[config.mk]
export PLATFORM = sky130hd
export DESIGN_NAME = signed_int_to_decimal_ascii_flat
export DESIGN_NICKNAME = d
export VERILOG_FILES = /design/src/hw/rtl/sid_pkg.sv /design/src/hw/rtl/sid_if.sv /design/src/hw/rtl/signed_int_to_decimal_ascii.sv /design/src/flat_wrapper.sv
export SDC_FILE = /design/constraint.sdc
export NUM_CORES = 1
export LEC_CHECK = 0
export BUFFER_PORTS_ARGS = -buffer_cell sky130_fd_sc_hd__clkbuf_2
export CAP_MARGIN = 5
export CORE_ASPECT_RATIO = 1.4
export CORE_MARGIN = 4
export CORE_UTILIZATION = 30
export DETAILED_ROUTE_END_ITERATION = 12
export PLACE_DENSITY = 0.41
export SLEW_MARGIN = 20
export SYNTH_ARGS = -nofsm -noshare
export SYNTH_HDL_FRONTEND = slang
export SYNTH_SLANG_ARGS = --single-unit
[constraint.sdc]
create_clock -name clk_i -period 9 [get_ports clk_i]
set_input_delay 0.9 -clock clk_i [delete_from_list [all_inputs] [get_ports clk_i]]
set_output_delay 0.9 -clock clk_i [all_outputs]
set_load 0.02 [all_outputs]
[src/hw/rtl/sid_pkg.sv]
package sid_pkg;

  localparam int unsigned ValueW        = 32;
  localparam int unsigned NumDigits     = 10;
  localparam int unsigned DigitW        = 4;
  localparam int unsigned BcdW          = NumDigits * DigitW;
  localparam int unsigned DabbleStages  = 4;
  localparam int unsigned StepsPerStage = ValueW / DabbleStages;
  localparam int unsigned IdxW          = 4;
  localparam int unsigned LenW          = 4;
  localparam int unsigned CharW         = 8;

  localparam logic [CharW-1:0]  CharZero  = 8'h30;
  localparam logic [CharW-1:0]  CharMinus = 8'h2d;
  localparam logic [DigitW-1:0] DabbleMin = 4'd5;
  localparam logic [DigitW-1:0] DabbleAdd = 4'd3;

  // Partial conversion: remaining binary bits and the decimal digits built so far.
  typedef struct packed {
    logic              neg;
    logic [ValueW-1:0] bin;
    logic [BcdW-1:0]   bcd;
  } conv_t;

  // Finished conversion, ready for the character serializer.
  typedef struct packed {
    logic            neg;
    logic [BcdW-1:0] bcd;
    logic [IdxW-1:0] top_idx;
    logic [LenW-1:0] total;
  } text_t;

  // One shift-and-add-3 step: correct every digit, then shift one binary bit in.
  function automatic conv_t dabble_step(conv_t s);
    conv_t           r;
    logic [BcdW-1:0] adj;
    adj = s.bcd;
    for (int d = 0; d < NumDigits; d++) begin
      if (adj[d*DigitW +: DigitW] >= DabbleMin) begin
        adj[d*DigitW +: DigitW] = adj[d*DigitW +: DigitW] + DabbleAdd;
      end
    end
    r.neg = s.neg;
    r.bcd = {adj[BcdW-2:0], s.bin[ValueW-1]};
    r.bin = {s.bin[ValueW-2:0], 1'b0};
    return r;
  endfunction

  // The share of the conversion done by one pipeline stage.
  function automatic conv_t dabble_stage(conv_t s);
    conv_t r;
    r = s;
    for (int i = 0; i < StepsPerStage; i++) begin
      r = dabble_step(r);
    end
    return r;
  endfunction

endpackage

[src/hw/rtl/sid_if.sv]
interface sid_in_if import sid_pkg::*; ();
  logic                     valid;
  logic                     ready;
  logic signed [ValueW-1:0] value;

  modport source (output valid, output value, input ready);
  modport sink (input valid, input value, output ready);
endinterface

interface sid_out_if import sid_pkg::*; ();
  logic             valid;
  logic             ready;
  logic [CharW-1:0] char_code;
  logic             is_last;
  logic [LenW-1:0]  total_length;

  modport source (output valid, output char_code, output is_last, output total_length,
                  input ready);
  modport sink (input valid, input char_code, input is_last, input total_length,
                output ready);
endinterface

[src/hw/rtl/signed_int_to_decimal_ascii.sv]
// Converts each 32-bit two's-complement word on in_i into its decimal ASCII text and sends
// it on out_o one character per word, most significant character first, with a leading
// minus sign for negative values and a single '0' for zero. Every character word carries
// is_last on the final character and the total text length (1 to 11). A value first passes
// a six-stage pipeline (input register, four binary-to-decimal stages of eight
// shift-and-add-3 steps each, and a digit count stage) before its first character appears.
// The character serializer at the end emits one character per cycle while out_o is ready,
// so each value occupies the output for one character word per character of its text;
// that serializer sets the sustained rate. Up to six further values are accepted and held
// in the pipeline while a text is still being sent, and a stall on out_o holds everything
// in place without loss. No state is kept from one value to the next.
module signed_int_to_decimal_ascii import sid_pkg::*; (
  input  logic      clk_i,
  input  logic      rst_ni,
  sid_in_if.sink    in_i,
  sid_out_if.source out_o
);

  // Conversion pipeline: stage 0 is the input register, stages 1..DabbleStages convert.
  logic [DabbleStages:0] conv_vld_q;
  logic [DabbleStages:0] conv_rdy;
  conv_t                 conv_q [DabbleStages+1];

  logic              in_neg;
  logic [ValueW-1:0] in_raw;
  logic [ValueW-1:0] in_mag;

  // Digit count stage.
  logic            text_vld_q;
  logic            text_rdy;
  text_t           text_q;
  text_t           text_d;
  logic [IdxW-1:0] top_idx_d;

  // Character serializer.
  logic            ser_busy_q;
  logic            ser_sign_q;
  logic [IdxW-1:0] ser_idx_q;
  logic [BcdW-1:0] ser_bcd_q;
  logic [LenW-1:0] ser_total_q;
  logic            ser_free;
  logic            ser_load;
  logic            out_take;

  // The two's-complement negate of the most negative value is its own magnitude when
  // read as unsigned, so 32 magnitude bits cover the whole range.
  assign in_raw = unsigned'(in_i.value);
  assign in_neg = in_raw[ValueW-1];
  assign in_mag = in_neg ? (~in_raw + ValueW'(1)) : in_raw;

  assign in_i.ready = conv_rdy[0];

  // A stage can take a new word when it is empty or when its word moves on this cycle.
  always_comb begin
    for (int k = 0; k < DabbleStages; k++) begin
      conv_rdy[k] = !conv_vld_q[k] || conv_rdy[k+1];
    end
    conv_rdy[DabbleStages] = !conv_vld_q[DabbleStages] || text_rdy;
  end

  always_ff @(posedge clk_i or negedge rst_ni) begin
    if (!rst_ni) begin
      conv_vld_q <= '0;
    end else begin
      if (conv_rdy[0]) begin
        conv_vld_q[0] <= in_i.valid;
      end
      for (int k = 1; k <= DabbleStages; k++) begin
        if (conv_rdy[k]) begin
          conv_vld_q[k] <= conv_vld_q[k-1];
        end
      end
    end
  end

  always_ff @(posedge clk_i) begin
    if (in_i.valid && conv_rdy[0]) begin
      conv_q[0] <= '{neg: in_neg, bin: in_mag, bcd: '0};
    end
    for (int k = 1; k <= DabbleStages; k++) begin
      if (conv_vld_q[k-1] && conv_rdy[k]) begin
        conv_q[k] <= dabble_stage(conv_q[k-1]);
      end
    end
  end

  // The text starts at the highest nonzero digit; a value of zero still shows one digit.
  always_comb begin
    top_idx_d = '0;
    for (int d = 1; d < NumDigits; d++) begin
      if (conv_q[DabbleStages].bcd[d*DigitW +: DigitW] != '0) begin
        top_idx_d = IdxW'(d);
      end
    end
    text_d.neg     = conv_q[DabbleStages].neg;
    text_d.bcd     = conv_q[DabbleStages].bcd;
    text_d.top_idx = top_idx_d;
    text_d.total   = LenW'(top_idx_d) + LenW'(1) + LenW'(conv_q[DabbleStages].neg);
  end

  assign text_rdy = !text_vld_q || ser_free;

  always_ff @(posedge clk_i or negedge rst_ni) begin
    if (!rst_ni) begin
      text_vld_q <= 1'b0;
    end else if (text_rdy) begin
      text_vld_q <= conv_vld_q[DabbleStages];
    end
  end

  always_ff @(posedge clk_i) begin
    if (conv_vld_q[DabbleStages] && text_rdy) begin
      text_q <= text_d;
    end
  end

  // The serializer sends the sign first, if any, then the digits from the top index down.
  assign out_o.valid        = ser_busy_q;
  assign out_o.char_code    = ser_sign_q ? CharMinus
                                         : CharZero + CharW'(ser_bcd_q[ser_idx_q*DigitW +: DigitW]);
  assign out_o.is_last      = !ser_sign_q && (ser_idx_q == '0);
  assign out_o.total_length = ser_total_q;

  assign out_take = out_o.valid && out_o.ready;
  assign ser_free = !ser_busy_q || (out_take && out_o.is_last);
  assign ser_load = text_vld_q && ser_free;

  always_ff @(posedge clk_i or negedge rst_ni) begin
    if (!rst_ni) begin
      ser_busy_q <= 1'b0;
      ser_sign_q <= 1'b0;
      ser_idx_q  <= '0;
    end else if (ser_load) begin
      ser_busy_q <= 1'b1;
      ser_sign_q <= text_q.neg;
      ser_idx_q  <= text_q.top_idx;
    end else if (ser_free) begin
      ser_busy_q <= 1'b0;
    end else if (out_take) begin
      if (ser_sign_q) begin
        ser_sign_q <= 1'b0;
      end else begin
        ser_idx_q <= ser_idx_q - IdxW'(1);
      end
    end
  end

  always_ff @(posedge clk_i) begin
    if (ser_load) begin
      ser_bcd_q   <= text_q.bcd;
      ser_total_q <= text_q.total;
    end
  end

  // The digit index never leaves the stored digits while a character is shown.
  a_idx_in_range: assert property (@(posedge clk_i) disable iff (!rst_ni)
    ser_busy_q |-> (ser_idx_q < IdxW'(NumDigits)))
    else $error("digit index out of range");

  // A text that is not finished keeps going on the next cycle.
  a_text_continues: assert property (@(posedge clk_i) disable iff (!rst_ni)
    (out_take && !out_o.is_last) |=> out_o.valid)
    else $error("text ended before its last character");

  // The length stays the same across the characters of one text.
  a_length_steady: assert property (@(posedge clk_i) disable iff (!rst_ni)
    (out_take && !out_o.is_last) |=> $stable(out_o.total_length))
    else $error("total length changed within a text");

  // The reported length is always between one and eleven characters.
  a_length_range: assert property (@(posedge clk_i) disable iff (!rst_ni)
    out_o.valid |-> ((out_o.total_length >= LenW'(1)) && (out_o.total_length <= LenW'(11))))
    else $error("total length out of range");

  // A converted word that cannot move on is still held in the next cycle.
  a_stall_holds: assert property (@(posedge clk_i) disable iff (!rst_ni)
    (conv_vld_q[DabbleStages] && !conv_rdy[DabbleStages]) |=> conv_vld_q[DabbleStages])
    else $error("stalled word dropped from the last conversion stage");

endmodule
[src/flat_wrapper.sv]
// flat-port wrapper written by rule: the top's interface ports become plain ports
module signed_int_to_decimal_ascii_flat import sid_pkg::*;
  (clk_i, rst_ni, in_i_valid, in_i_value, in_i_ready, out_o_valid, out_o_char_code, out_o_is_last, out_o_total_length, out_o_ready);
  sid_in_if in_i_i ();
  sid_out_if out_o_i ();
  input  logic clk_i;
  input  logic rst_ni;
  input wire logic [$bits(in_i_i.valid)-1:0] in_i_valid;
  input wire logic [$bits(in_i_i.value)-1:0] in_i_value;
  output wire logic [$bits(in_i_i.ready)-1:0] in_i_ready;
  output wire logic [$bits(out_o_i.valid)-1:0] out_o_valid;
  output wire logic [$bits(out_o_i.char_code)-1:0] out_o_char_code;
  output wire logic [$bits(out_o_i.is_last)-1:0] out_o_is_last;
  output wire logic [$bits(out_o_i.total_length)-1:0] out_o_total_length;
  input wire logic [$bits(out_o_i.ready)-1:0] out_o_ready;
  assign in_i_i.valid = in_i_valid;
  assign in_i_i.value = in_i_value;
  assign in_i_ready = in_i_i.ready;
  assign out_o_valid = out_o_i.valid;
  assign out_o_char_code = out_o_i.char_code;
  assign out_o_is_last = out_o_i.is_last;
  assign out_o_total_length = out_o_i.total_length;
  assign out_o_i.ready = out_o_ready;
  signed_int_to_decimal_ascii u_core (.clk_i(clk_i), .rst_ni(rst_ni), .in_i(in_i_i), .out_o(out_o_i));
endmodule
==> impl_metrics.csv <==
group,metric,value,unit
outcome,status,"finished clean",
sta,finalSetupViolCount,0,
floorplan,core_area,92700,um^2
flow_run,cap_violations,0,
yosys,ys_seq_area_frac,0.311,
critical_path,crit_top_cell,"ha_1",
critical_path,crit_type,"reg2reg",
finish,syn_to_final_growth,9.20,%
critical_path,required,9.29,ns
place,portBuffers,47,
sta,slew_violations,0,
clock_network,clock-sinks,292,
sta,rsz0062_at_grt,"false",
clock_network,cts-buffers-inserted,36,
route,vias_per_cell,5.34,
yosys,synthTopCellsByArea,"edfxtp_1 (30%), ha_1 (6.6%), a21oi_1 (4.2%)",
finish,layout-drive-gt1-share,0.0978,
clock_network,h-tree-depth,2,
yosys,synth_common_cells,"edfxtp_1 (280), nor2_1 (263), inv_1 (236), nand2_1 (236), a21oi_1 (234)",
yosys,ys.flop_type,"edfxtp_1",
finish,antenna_cells,0,
floorplan,rows,132,
clock_network,cts_resized,0,
yosys,synth.distinct_cells,116,
critical_path,slowest_stage,"edfxtp_1",
sta,tightest_slew,1.09,ns
route,antenna_left,0,
floorplan,die_w,266,um
yosys,ys_warn_count,0,
route,dr_total_vias,23900,
critical_path,cpLargestDelayFamily,"compound AO/OA/AOI/OAI gates",
grt,antenna_found_initial,0,
clock_network,postCtsSetupBuffers,0,
grt,grt_pass1_wl,109000,um
grt,grt_max_degree,50,
hold_path,hp-class,"in2async",
yosys,synth_enable_flop_cells,280,
route,drtIter0Drc,1296,
yosys,ys_ff_latch,292,
clock_network,cts_tree,"done",
route,drc,0,
clock_network,cts.path.max_buffers,3,
clock_network,cts.clk_slew.worst_paths,0.07,ns
place,post-dp-hpwl,50300,um
clock_network,cts_hold_buf,0,
sta,skew,0.0215,ns
critical_path,cp_num_buf_inv,5,
critical_path,endpoint_kind,"flip-flop",
sta,hold_viol,0,
grt,grt_overflow,0,
grt,grt_pass1_vias,23500,
route,drt-total-wl,65200,um
yosys,yosysMostFrequentCell,"edfxtp_1",
yosys,synthCells,3235,
sta,maxSlewHeadroom,0.266,
finish,fin_nets,3421,
floorplan,ioPinCount,51,
floorplan,start_util,0.303,
sta,fmax,133,MHz
route,post_drt_wl_per_cell,14.6,um
critical_path,crit_fanout,12,
sta,totalNegativeSetupSlack,0,ns
clock_network,clkLatencyLatePin,0.56,ns
yosys,yosysTopAreaCell,"edfxtp_1",
sta,finalCritPeriodShare,0.837,
yosys,synth_area,28000,um^2
floorplan,die-area,98500,um^2
sta,fin_crit,7.53,ns
critical_path,worstPathArrival,7.82,ns
critical_path,start_kind,"flip-flop",
route,drt_first_pass_iters,5,
clock_network,root_buffer,"clkbuf_16",
place,gp_congestion,0.815,
yosys,syn_avg_cell_area,8.67,um^2
yosys,synthArstFlopShare,0.0411,
yosys,synth_top_area_share,0.300,
grt,track_usage,0.128,
floorplan,die_h,370,um
critical_path,critical_path.max_stage_delay,0.49,ns
==> cells by family after synthesis <==
group | count (synthesis) | share of synthesized area
simple gates | 953 | 0.167
flops | 292 | 0.311
compound gates | 1165 | 0.285
mux | 165 | 0.0657
other cells | 2 | 0.000268
buf+inv | 337 | 0.0469
xor+xnor | 169 | 0.0571
fa+ha+maj | 152 | 0.0675
==> layout make-up <==
type | count | area (um^2)
clock buffers | 39 | 932
clock inverters | 23 | 196
fillers | 9576 | 62000
inverters | 246 | 923
multi-input cells | 2607 | 18100
flip-flops and latches | 292 | 8710
well taps | 1206 | 1510
repair buffers | 54 | 288
==> routing by layer <==
layer  track usage  part of all wire  vias to the layer above
met3        0.0161             0.025                       70
met2         0.257              0.55                      282
met4        0.0344             0.021                        0
met5             0                 0                        -
met1         0.137              0.41                    11300
li1              -                 -                    12200
==> flip-flops by register name, summed over array words and instances (netlist names) <==
name                       count
u_core.text_q                 49
u_core.ser_idx_q               4
u_core.ser_bcd_q              40
u_core.conv_vld_q              5
u_core.out_o.valid             1
u_core.conv_q                187
u_core.ser_sign_q              1
u_core.out_o.total_length      4
u_core.text_vld_q              1
==> path summary, 6_finish.rpt <==
path / slack [ns] / cells past startpoint / endpoint / from
max: 1.47 / 38 / u_core.conv_q[0][330] / u_core.conv_q[0][248]
min: 0.27 / 1 / u_core.text_vld_q / rst_ni
max reg2reg: 1.47 / 38 / u_core.conv_q[0][330] / u_core.conv_q[0][248]
min reg2reg: 0.41 / 0 / u_core.conv_q[0][204] / u_core.conv_q[0][123]
max in group asynchronous: 8.43 / 1 / u_core.conv_vld_q[4] / rst_ni
min in group clk_i: 0.41 / 0 / u_core.conv_q[0][204] / u_core.conv_q[0][123]
==> stage by stage <==
step | utilization | hold WS [ns] | setup slack [ns] | cell area (um^2) | std cells
final | 0.330 | 0.267 | 1.47 | 30600 | 4467
after global routing | 0.330 | 0.261 | 0.728 | 30600 | 4467
after global placement | 0.318 | 0.400 | 1.71 | 29500 | 4405
after CTS | 0.330 | 0.231 | 1.47 | 30600 | 4467
after detailed placement | 0.318 | 0.405 | 1.52 | 29500 | 4405
after floorplan | - | 0.400 | 2.16 | 28000 | 3236
==> placed cells by master, fill, tap and decap left out, drive strengths merged, types with 17 or more instances in the layout <==
master,instances
a21boi,36
nor2,264
a31oi,53
a21o,38
and3,20
xor2,55
mux2i,105
a211o,23
xnor2,113
or2,34
inv,249
nand3,67
nor3b,22
mux2,51
nor3,73
a31o,22
o22ai,39
o21ai,265
a211oi,74
o211ai,48
a21oi,242
or3,38
and2,44
edfxtp,280
o31ai,37
clkinv,17
clkbuf,86
a221oi,17
nand2,236
ha,148
o21a,50
nor2b,36
o21bai,20
nor4,22
nand2b,58
a22oi,20
Power is left out: the tool's default activity adds up to more than one toggle a clock period on the data nets, which glitch-free logic cannot reach.
